===== src/rtl/core/lba_pkg.sv =====
package lba_pkg;

  localparam int unsigned LED_W    = 5;
  localparam int unsigned CFG_W    = 16;
  localparam int unsigned VAL_W    = 8;
  localparam int unsigned PHASE_W  = 3;
  localparam int unsigned SU_W     = 11;
  localparam int unsigned APB_AW   = 4;
  localparam int unsigned APB_DW   = 32;

  localparam logic [SU_W-1:0]  SU_END      = 11'd1000;
  localparam logic [SU_W-1:0]  SU_DARK     = 11'd500;
  localparam logic [SU_W-1:0]  SU_MAX      = 11'd2047;
  localparam logic [CFG_W-1:0] ELAPSED_MAX = 16'hFFFF;

  typedef enum logic [2:0] {
    ACT_TICK       = 3'd0,
    ACT_SET_CHARGE = 3'd1,
    ACT_SET_NUMBER = 3'd2,
    ACT_CHARGING   = 3'd3,
    ACT_CRITICAL   = 3'd4,
    ACT_EMPTY      = 3'd5
  } action_e;

  typedef enum logic [1:0] {
    REG_CHARGE_STEP   = 2'd0,
    REG_EMPTY_STEP    = 2'd1,
    REG_CRIT_SPACING  = 2'd2,
    REG_CRIT_BLINK    = 2'd3
  } reg_idx_e;

  typedef struct packed {
    logic [CFG_W-1:0] charge_step;
    logic [CFG_W-1:0] empty_step;
    logic [CFG_W-1:0] crit_spacing;
    logic [CFG_W-1:0] crit_blink;
  } cfg_t;

  typedef struct packed {
    action_e          action;
    logic [VAL_W-1:0] charge;
    logic [VAL_W-1:0] number;
    logic             flag;
  } req_t;

  typedef struct packed {
    logic [LED_W-1:0] led;
    logic             startup;
  } res_t;

endpackage


===== src/rtl/core/battery_led_bar_animator_top.sv =====
// LED bar animator: each request (a millisecond tick or a set event) returns
// one result with the LED levels and the startup flag. A request is taken every
// cycle unless in_stall_o is high; its result passes through the input register,
// then one state update into the result register. A stalled result holds the input
// register, so one more request can wait behind it. Step times come from four
// 16-bit registers on the APB port at byte addresses 0, 4, 8 and 12.
module battery_led_bar_animator_top #(
  parameter int unsigned LED_COUNT = 5
) (
  input  logic                                clk_i,
  input  logic                                rst_ni,
  input  logic                                in_valid_i,
  output logic                                in_stall_o,
  input  logic [2:0]                          action_i,
  input  logic [lba_pkg::VAL_W-1:0]           charge_percent_i,
  input  logic [lba_pkg::VAL_W-1:0]           number_value_i,
  input  logic                                flag_value_i,
  output logic                                out_valid_o,
  input  logic                                out_stall_i,
  output logic [lba_pkg::LED_W-1:0]           led_pattern_o,
  output logic                                in_startup_o,
  input  logic                                psel,
  input  logic                                penable,
  input  logic                                pwrite,
  input  logic [lba_pkg::APB_AW-1:0]          paddr,
  input  logic [lba_pkg::APB_DW-1:0]          pwdata,
  output logic [lba_pkg::APB_DW-1:0]          prdata,
  output logic                                pready
);
  import lba_pkg::*;

  cfg_t  cfg;
  req_t  req_q;
  res_t  res_d, res_q;
  logic  req_valid_q;
  logic  out_valid_q;
  logic  fire;
  logic  load;

  assign fire       = req_valid_q && !(out_valid_q && out_stall_i);
  assign in_stall_o = req_valid_q && !fire;
  assign load       = in_valid_i && !in_stall_o;

  lba_cfg u_cfg (
    .clk_i   (clk_i),
    .rst_ni  (rst_ni),
    .psel    (psel),
    .penable (penable),
    .pwrite  (pwrite),
    .paddr   (paddr),
    .pwdata  (pwdata),
    .prdata  (prdata),
    .pready  (pready),
    .cfg_o   (cfg)
  );

  lba_engine #(
    .LED_COUNT (LED_COUNT)
  ) u_engine (
    .clk_i  (clk_i),
    .rst_ni (rst_ni),
    .fire_i (fire),
    .req_i  (req_q),
    .cfg_i  (cfg),
    .res_o  (res_d)
  );

  always_ff @(posedge clk_i or negedge rst_ni) begin
    if (!rst_ni) begin
      req_valid_q <= 1'b0;
      out_valid_q <= 1'b0;
    end else begin
      if (load) begin
        req_valid_q <= 1'b1;
      end else if (fire) begin
        req_valid_q <= 1'b0;
      end
      if (fire) begin
        out_valid_q <= 1'b1;
      end else if (!out_stall_i) begin
        out_valid_q <= 1'b0;
      end
    end
  end

  always_ff @(posedge clk_i) begin
    if (load) begin
      req_q.action <= action_e'(action_i);
      req_q.charge <= charge_percent_i;
      req_q.number <= number_value_i;
      req_q.flag   <= flag_value_i;
    end
    if (fire) begin
      res_q <= res_d;
    end
  end

  assign out_valid_o   = out_valid_q;
  assign led_pattern_o = res_q.led;
  assign in_startup_o  = res_q.startup;

endmodule


===== src/rtl/core/lba_cfg.sv =====
module lba_cfg (
  input  logic                        clk_i,
  input  logic                        rst_ni,
  input  logic                        psel,
  input  logic                        penable,
  input  logic                        pwrite,
  input  logic [lba_pkg::APB_AW-1:0]  paddr,
  input  logic [lba_pkg::APB_DW-1:0]  pwdata,
  output logic [lba_pkg::APB_DW-1:0]  prdata,
  output logic                        pready,
  output lba_pkg::cfg_t               cfg_o
);
  import lba_pkg::*;

  cfg_t             cfg_q, cfg_d;
  reg_idx_e         idx;
  logic             wr_en;
  logic [CFG_W-1:0] rd_val;

  assign idx    = reg_idx_e'(paddr[3:2]);
  assign wr_en  = psel && penable && pwrite;
  assign pready = 1'b1;

  always_comb begin
    cfg_d = cfg_q;
    if (wr_en) begin
      case (idx)
        REG_CHARGE_STEP:  cfg_d.charge_step  = pwdata[CFG_W-1:0];
        REG_EMPTY_STEP:   cfg_d.empty_step   = pwdata[CFG_W-1:0];
        REG_CRIT_SPACING: cfg_d.crit_spacing = pwdata[CFG_W-1:0];
        REG_CRIT_BLINK:   cfg_d.crit_blink   = pwdata[CFG_W-1:0];
        default:          cfg_d = cfg_q;
      endcase
    end
  end

  always_comb begin
    case (idx)
      REG_CHARGE_STEP:  rd_val = cfg_q.charge_step;
      REG_EMPTY_STEP:   rd_val = cfg_q.empty_step;
      REG_CRIT_SPACING: rd_val = cfg_q.crit_spacing;
      REG_CRIT_BLINK:   rd_val = cfg_q.crit_blink;
      default:          rd_val = '0;
    endcase
  end

  assign prdata = {{(APB_DW-CFG_W){1'b0}}, rd_val};
  assign cfg_o  = cfg_q;

  always_ff @(posedge clk_i or negedge rst_ni) begin
    if (!rst_ni) begin
      cfg_q.charge_step  <= 16'd200;
      cfg_q.empty_step   <= 16'd500;
      cfg_q.crit_spacing <= 16'd2000;
      cfg_q.crit_blink   <= 16'd200;
    end else begin
      cfg_q <= cfg_d;
    end
  end

endmodule


===== src/rtl/core/lba_engine.sv =====
module lba_engine #(
  parameter int unsigned LED_COUNT = 5
) (
  input  logic           clk_i,
  input  logic           rst_ni,
  input  logic           fire_i,
  input  lba_pkg::req_t  req_i,
  input  lba_pkg::cfg_t  cfg_i,
  output lba_pkg::res_t  res_o
);
  import lba_pkg::*;

  localparam int unsigned BAR_STEP = 100 / LED_COUNT;
  localparam logic [PHASE_W:0] PHASE_WRAP = (PHASE_W+1)'(LED_COUNT);

  logic [VAL_W-1:0]   charge_q, charge_d;
  logic [VAL_W-1:0]   number_q, number_d;
  logic               mode_q, mode_d;
  logic               chg_on_q, chg_on_d;
  logic               crit_on_q, crit_on_d;
  logic               empty_on_q, empty_on_d;
  logic [PHASE_W-1:0] phase_q, phase_d;
  logic [CFG_W-1:0]   elapsed_q, elapsed_d;
  logic               su_active_q, su_active_d;
  logic [SU_W-1:0]    su_elapsed_q, su_elapsed_d;
  logic [LED_W-1:0]   pins_q, pins_d;

  logic               run;
  logic [7:0]         bars;
  logic [7:0]         mask;
  logic [PHASE_W:0]   phase_nxt;

  always_comb begin
    charge_d     = charge_q;
    number_d     = number_q;
    mode_d       = mode_q;
    chg_on_d     = chg_on_q;
    crit_on_d    = crit_on_q;
    empty_on_d   = empty_on_q;
    phase_d      = phase_q;
    elapsed_d    = elapsed_q;
    su_active_d  = su_active_q;
    su_elapsed_d = su_elapsed_q;
    pins_d       = pins_q;
    run          = 1'b1;
    bars         = '0;
    mask         = '0;
    phase_nxt    = '0;

    case (req_i.action)
      ACT_TICK: begin
        if (elapsed_q != ELAPSED_MAX) elapsed_d = elapsed_q + 1'b1;
        if (su_active_q && su_elapsed_q != SU_MAX) su_elapsed_d = su_elapsed_q + 1'b1;
      end
      ACT_SET_CHARGE: begin
        charge_d  = req_i.charge;
        mode_d    = 1'b1;
        phase_d   = '0;
        elapsed_d = '0;
      end
      ACT_SET_NUMBER: begin
        number_d  = req_i.number;
        mode_d    = 1'b0;
        phase_d   = '0;
        elapsed_d = '0;
      end
      ACT_CHARGING: begin
        chg_on_d  = req_i.flag;
        phase_d   = '0;
        elapsed_d = '0;
      end
      ACT_CRITICAL: begin
        crit_on_d = req_i.flag;
        phase_d   = '0;
        elapsed_d = '0;
      end
      ACT_EMPTY: begin
        empty_on_d = req_i.flag;
        phase_d    = '0;
        elapsed_d  = '0;
      end
      default: run = 1'b0;
    endcase

    for (int unsigned i = 0; i < 8; i++) begin
      if (i < LED_COUNT && {24'd0, charge_d} > i * BAR_STEP) bars[i] = 1'b1;
    end

    if (run) begin
      if (su_active_d) begin
        if (su_elapsed_d > SU_END) begin
          su_active_d = 1'b0;
        end else if (su_elapsed_d > SU_DARK) begin
          pins_d = '0;
        end else begin
          pins_d = '1;
        end
      end else if (mode_d) begin
        if (chg_on_d) begin
          if (elapsed_d > cfg_i.charge_step) begin
            phase_nxt = {1'b0, phase_d} + 1'b1;
            phase_d   = (phase_nxt >= PHASE_WRAP) ? '0 : phase_nxt[PHASE_W-1:0];
            elapsed_d = '0;
          end
          for (int unsigned i = 0; i < 8; i++) begin
            mask[i] = ({29'd0, phase_d} > i);
          end
          bars = bars & mask;
        end else if (empty_on_d) begin
          if (elapsed_d > cfg_i.empty_step) begin
            phase_d   = (phase_d == '0) ? PHASE_W'(1) : '0;
            elapsed_d = '0;
          end
          if (phase_d == '0) bars = '0;
        end else if (crit_on_d) begin
          if (phase_d == '0) begin
            if (elapsed_d > cfg_i.crit_spacing) begin
              phase_d   = PHASE_W'(1);
              elapsed_d = '0;
            end
          end else if (phase_d == PHASE_W'(1)) begin
            bars = '0;
            if (elapsed_d > cfg_i.crit_blink) begin
              phase_d   = '0;
              elapsed_d = '0;
            end
          end
        end
        pins_d = bars[LED_W-1:0];
      end else begin
        pins_d = number_d[LED_W-1:0];
      end
    end
  end

  assign res_o.led     = pins_d;
  assign res_o.startup = su_active_d;

  always_ff @(posedge clk_i or negedge rst_ni) begin
    if (!rst_ni) begin
      charge_q     <= '0;
      number_q     <= '0;
      mode_q       <= 1'b0;
      chg_on_q     <= 1'b0;
      crit_on_q    <= 1'b0;
      empty_on_q   <= 1'b0;
      phase_q      <= '0;
      elapsed_q    <= '0;
      su_active_q  <= 1'b1;
      su_elapsed_q <= '0;
      pins_q       <= '1;
    end else if (fire_i) begin
      charge_q     <= charge_d;
      number_q     <= number_d;
      mode_q       <= mode_d;
      chg_on_q     <= chg_on_d;
      crit_on_q    <= crit_on_d;
      empty_on_q   <= empty_on_d;
      phase_q      <= phase_d;
      elapsed_q    <= elapsed_d;
      su_active_q  <= su_active_d;
      su_elapsed_q <= su_elapsed_d;
      pins_q       <= pins_d;
    end
  end

endmodule


===== config.mk =====
export PLATFORM = sky130hd
export DESIGN_NAME = battery_led_bar_animator_top
export DESIGN_NICKNAME = d
export VERILOG_FILES = /design/src/rtl/core/lba_pkg.sv /design/src/rtl/core/battery_led_bar_animator_top.sv /design/src/rtl/core/lba_cfg.sv /design/src/rtl/core/lba_engine.sv
export SDC_FILE = /design/constraint.sdc
export NUM_CORES = 1
export LEC_CHECK = 0
export CAP_MARGIN = 20
export CORE_MARGIN = 8
export CORE_UTILIZATION = 45
export CTS_BUF_LIST = sky130_fd_sc_hd__clkbuf_8
export DETAILED_ROUTE_END_ITERATION = 10
export DONT_BUFFER_PORTS = 1
export GPL_ROUTABILITY_DRIVEN = 0
export MAX_ROUTING_LAYER = met4
export PLACE_DENSITY = 0.66
export SYNTH_ARGS = -nofsm -noshare
export SYNTH_HDL_FRONTEND = slang
export SYNTH_SLANG_ARGS = --single-unit

===== constraint.sdc =====
create_clock -name clk_i -period 4.3 [get_ports clk_i]
set_input_delay 0.215 -clock clk_i [delete_from_list [all_inputs] [get_ports clk_i]]
set_output_delay 0.215 -clock clk_i [all_outputs]
set_load 0.01 [all_outputs]

# Yosys cells after proc, flatten, opt, wreduce, memory -nomap -nowiden
# Index checks and enable logic that the tools add are counted.
totals:
  ff_bits: 142
  inputBits: 63
  output_inout_bits: 41
op_classes:
  addsub: 3
  mux: 71
  bitwise: 1
  reduce_logical: 21
  eq_ne: 12
  magnitude_cmp: 17
ops:
  columns: ["cell", "count"]
  rows:
  - ["16-bit two-way mux", 13]
  - ["3-bit two-way mux", 23]
  - ["16-bit greater-than comparator", 4]
  - ["16-bit case mux with 4 select lines", 1]
  - ["5-bit two-way mux", 12]
  - ["16-bit case mux with 2 select lines", 1]
  - ["11-bit two-way mux", 2]
  - ["1-bit two-way mux", 17]
  - ["16-bit by 1-bit adder with 16-bit output, second input constant", 1]
  - ["8-bit by 6-bit greater-than comparator with 1-bit output, second input constant", 2]
  - ["16-bit inequality test, second input constant", 1]
  - ["11-bit by 1-bit adder with 11-bit output, second input constant", 1]
  - ["11-bit by 10-bit greater-than comparator with 1-bit output, second input constant", 1]
  - ["11-bit by 9-bit greater-than comparator with 1-bit output, second input constant", 1]
  - ["11-bit inequality test, second input constant", 1]
  - ["3-bit logical NOT", 3]
  - ["8-bit by 1-bit greater-than comparator with 1-bit output, second input constant", 1]
  - ["8-bit by 5-bit greater-than comparator with 1-bit output, second input constant", 1]
  - ["8-bit by 7-bit greater-than comparator with 1-bit output, second input constant", 1]
  - ["8-bit two-way mux", 1]
  - ["2-bit AND reduction", 4]
  - ["1-bit logical AND", 7]
  - ["3-bit by 1-bit equality test with 1-bit output, second input constant", 2]
  - ["3-bit by 2-bit equality test with 1-bit output, second input constant", 2]
  - ["other kinds (16)", 22]

# Logic depth before layout (Yosys ltp)
logic_depth:
  ltp_word: 18
  mapped_depth: 19

# By module
# Synthesis repeated with hierarchy kept, for this count alone.
hier_totals:
  hier_cells: 890
  hier_area_um2: 9399.0
modules_own_cells:
  columns: ["module", "cells_per_inst", "area_per_inst_um2", "n_inst"]
  rows:
  - ["lba_engine", 676, 5497.8, 1]
  - ["lba_cfg", 180, 3027.9, 1]
  - ["battery_led_bar_animator_top", 34, 873.3, 1]

# Least setup slack after synthesis
# OpenSTA, ideal clock, no wires.
synth_timing:
  path_type: "register to register"
  from: "register u_engine.elapsed_q[0]"
  to: "register res_q (netlist bit led_pattern_o[3]) (data pin)"
  setup_time_ns: 0.188
  t_arrival_ns: 4.327
  required_time_ns: 4.112
  n_path_buf: 0
  stages_incl_launch_ff: 19
  period_less_slack_ns: 4.515
  path_slack_ns: -0.215
  path_cell_list: "dfrtp_1 > ha_1 > nand3_1 > nor4_4 > nor2_1 > and3_1 > nand3b_1 > or2_2 > nand2_1 > a21oi_1 > ha_1 > nand3_1 > or3_1 > or3_1 > nor3_1 > o21a_1 > nor2_1 > o31a_1 > o41ai_1"
synth_rtl:
  columns: ["item", "line_no", "text"]
  rows:
  - ["start, declared", "lba_engine.sv:23", "logic [CFG_W-1:0] elapsed_q, elapsed_d;"]
  - ["start signal, assigned", "lba_engine.sv:160", "elapsed_q <= elapsed_d;"]
  - ["end signal, assigned", "battery_led_bar_animator_top.sv:94", "res_q <= res_d;"]
  - ["end, declared", "battery_led_bar_animator_top.sv:34", "res_t res_d, res_q;"]

==> out/qor.log <==
qor: outcome.run_status completed
qor: logic_synthesis.yosysWarnings 0
qor: logic_synthesis.simple_gate_share_of_the_synthesized_area 0.174
qor: setup_path.required 4610 ps
qor: logic_synthesis.synth_area_leader_cell dfrtp_1
qor: setup_path.start_kind flop
qor: layout.mostFrequentLayoutCell nand2_1
qor: clock_network.clock_sinks 142
qor: grt.first_global_vias 7526
qor: clock_network.cts_root_buf clkbuf_8
qor: run.cap_viol_max_count 0
qor: grt.grt_pass1_wl 37500 um
qor: detailed_routing.routed_wl 22900 um
qor: sta.slew-limit-headroom 0.320
qor: sta.final_hold_viol_count 0
qor: sta.fin_skew 21.2 ps
qor: floorplanning.die_height 160 um
qor: floorplanning.die-area 25600 um2
qor: clock_network.clk_pin_slew 100 ps
qor: power_and_ir_drop.worst_ir_drop_vdd 0.200 mV
qor: layout.regArea 3700 um2
qor: sta.setup_viol_count_final 0
qor: layout.n_fill_cell 1820
qor: logic_synthesis.main_combinational_cell_family_by_area_after_synthesis simple AND/OR/NAND/NOR gates
qor: floorplanning.floorplan.die.width 160 um
qor: sta.period_needed 4150 ps
qor: setup_path.worstSetupPathType flop to flop
qor: sta.whs 132 ps
qor: clock_network.cts_max_level 4
qor: grt.aggregate_global_route_resource_usage 0.182
qor: setup_path.cp_max_fo 4
qor: sta.fmax 0.241 GHz
qor: logic_synthesis.synth_area 9310 um2
qor: floorplanning.rows 52
qor: clock_network.tritoncts done
qor: detailed_routing.routed-via-count 7585
qor: layout.leading_cell_types_in_the_layout_fill_and_taps_excluded nand2_1 (128), dfrtp_1 (95), inv_1 (77)
qor: placement.placed_cells_incl_taps 1271
qor: placement.post_dp_cell_area 9920 um2
qor: layout.antenna_cells 0
qor: setup_path.cp-end-kind flop
qor: logic_synthesis.post_synth_edffs 23
qor: sta.min_period_over_period 0.965
qor: setup_path.critPathArrivalTime 4460 ps
qor: clock_network.cts-root-to-sink-buffers 2
qor: sta.rsz0062_at_grt yes
qor: logic_synthesis.post_synth_inst_count 982
qor: layout.post_layout_cell_count 1354
qor: layout.multiInputGateArea 5400 um2
qor: logic_synthesis.ys.flop_type dfrtp_1
qor: logic_synthesis.xor_xnor_fraction_of_synth_area 0.0197
qor: floorplanning.total_core_area 20300 um2
qor: worst_hold_path.hold_path_class primary input to flop
qor: logic_synthesis.async_flop_share 0.838
qor: sta.worst_pin_slew 1020 ps
qor: layout.final_area 11100 um2
qor: logic_synthesis.cell_types_with_the_largest_area_share_after_synthesis dfrtp_1 (26%), ha_1 (9.0%), edfxtp_1 (7.4%), dfstp_2 (6.8%), mux2_2 (6.4%)
qor: power_and_ir_drop.power.leakage 0.00482 uW
qor: sta.fin_setup_tns 0 ps
qor: setup_path.worst-r2r-setup-slack 150 ps
qor: detailed_routing.wire_per_inst 16.9 um
qor: layout.synthToLayoutAreaGrowth 19.5%
qor: power_and_ir_drop.p_per_area 373 nW/um2
qor: logic_synthesis.avgSynthCellArea 9.48 um2
qor: floorplanning.top_level_ports 104
qor: layout.layout_cells_sized_above_1 0.236
qor: grt.grt_remaining_overflow 0
qor: placement.post-dp-hpwl 16300 um
qor: detailed_routing.routed_via_density 5.60
qor: logic_synthesis.synth_compound_gate_area_share 0.139
qor: layout.fin_nets 1201
qor: detailed_routing.ant_nets 0
qor: clock_network.clk_latency 470 ps
qor: placement.io_buffer_count 0
qor: grt.antenna_found_initial 0
qor: layout.postLayoutCoreUtil 0.548
qor: logic_synthesis.yosysTopAreaCellShare 0.255
qor: detailed_routing.drt-initial-drc-count 549
qor: detailed_routing.drt_pass1_iterations 5
qor: logic_synthesis.yosys.area_share.adder 0.0900
qor: grt.grt_start_max_net_pins 120
qor: logic_synthesis.synth.ff_latch_count 142
qor: clock_network.inserted_clock_buffers 17
qor: logic_synthesis.synthMuxAreaShare 0.117
qor: logic_synthesis.synth.yosys.seq_area_share 0.397
qor: floorplanning.start_util 0.459
qor: detailed_routing.drt_drc_violations_left 0
qor: logic_synthesis.netlist-cell-type-count 77
qor: sta.maxSlewViolCount 0
-- per-stage QoR --
stage	setup slack, ps	total power, uW
global placement	-27.6	2810
CTS	7.53	4120
global route	-16.5	4390
floorplan	25.0	2590
detailed placement	-46.3	2840
finish	149	4150
-- worst max-delay path, stage by stage, from the launching register on --
cell and delay, ps:
dfrtp_1 400, ha_4 170, nand3_4 90, nor4_4 310, nor2_2 60, and3_4 170, nor2b_4 130, nand4_1 70
xor2_1 220, nor2_2 110, ha_4 280, nand4_1 240, nor2_4 240, nand3_2 100, or4_4 420, a21bo_4 210
mux2i_1 310, nand3_1 110, and2_1 180, o21ai_0 160
-- layer usage --
metal | vias up | part of all wire | track usage
met5 | - | 0 | -
met4 | 0 | 0.015 | 0.0463
met3 | 35 | 0.042 | 0.0365
met2 | 173 | 0.48 | 0.296
met1 | 3708 | 0.46 | 0.231
li1 | 3669 | - | -
-- path summary, 6_finish.rpt --
check,start,endpoint,depth (start not counted)
min in group asynchronous,rst_ni,u_cfg.cfg_o[4],2
min reg2reg,u_engine.charge_q[2],u_engine.charge_q[2],2
max in group asynchronous,rst_ni,u_engine.elapsed_q[11],2
min,paddr[3],u_cfg.cfg_o[19],2
max reg2reg,u_engine.elapsed_q[0],led_pattern_o[4],19
max,u_engine.elapsed_q[0],led_pattern_o[4],19
-- cell usage after synthesis, types with 3 or more instances --
master and number:
a211o_1 3, a211oi_1 10, a21boi_0 3, a21o_1 5, a21oi_1 46, a22oi_1 4, a31oi_1 5, and2_1 4
and3_1 8, buf_1 3, buf_2 5, buf_4 17, clkbuf_1 27, dfrtp_1 95, dfstp_2 24, edfxtp_1 23
ha_1 67, inv_1 77, mux2_2 53, mux2i_1 13, mux4_2 16, nand2_1 129, nand2b_1 7, nand3_1 34
nand3b_1 5, nand4_1 17, nor2_1 64, nor2b_1 3, nor3_1 30, nor3b_1 5, nor4_1 5, nor4b_1 3
o211ai_1 5, o21a_1 5, o21ai_0 70, o21bai_1 4, o31ai_1 6, o41ai_1 7, or3_1 5, xnor2_1 6
xor2_1 15
-- logic make-up (layout without fill, tap and decap cells) --
group                      count (synthesis)  count (layout)
AOI/OAI and AO/OA                        202             203
adders and majority gates                 67              67
buffers and inverters                    133             219
and+or+nand+nor                          333             333
other                                      2              17
muxes                                     82              82
xor gates and xnor gates                  21              21
DFF                                      142             142
-- state kept, by name, indices dropped and copies added, names as in the netlist, 3 cells and up --
signal,count
u_engine.elapsed_q,16
led_pattern_o,5
req_q,17
u_engine.phase_q,3
u_cfg.cfg_o,64
u_engine.pins_q,5
u_engine.su_elapsed_q,11
u_engine.charge_q,8
u_engine.number_q,5
-- report_power, final --
part | total [uW] | internal (uW) | switching, uW
clock network | 1190 | 550 | 644
logic | 1120 | 488 | 633
registers | 1830 | 1660 | 170
-- cell type report --
| class | instances | share of cell area |
|---|---|---|
| Clock inverter | 15 | 0.0175 |
| Multi-Input combinational cell | 723 | 0.485 |
| Inverter | 79 | 0.0266 |
| Clock buffer | 17 | 0.0210 |
| Tap cell | 270 | 0.0304 |
| Sequential cell | 142 | 0.332 |
| Timing Repair Buffer | 108 | 0.0867 |
-- what timing repair did --
item | 4_1_cts | 5_1_grt
hold buffers | 48 | 0
endpoints found under the hold margin | 202 | 0
gates cloned | 0 | 1
setup buffers | 0 | 2
pin swaps | 1 | 23
endpoints found under the setup margin | 6 | 28
gates resized for setup | 3 | 52
Power figures use the tool's default switching activity.
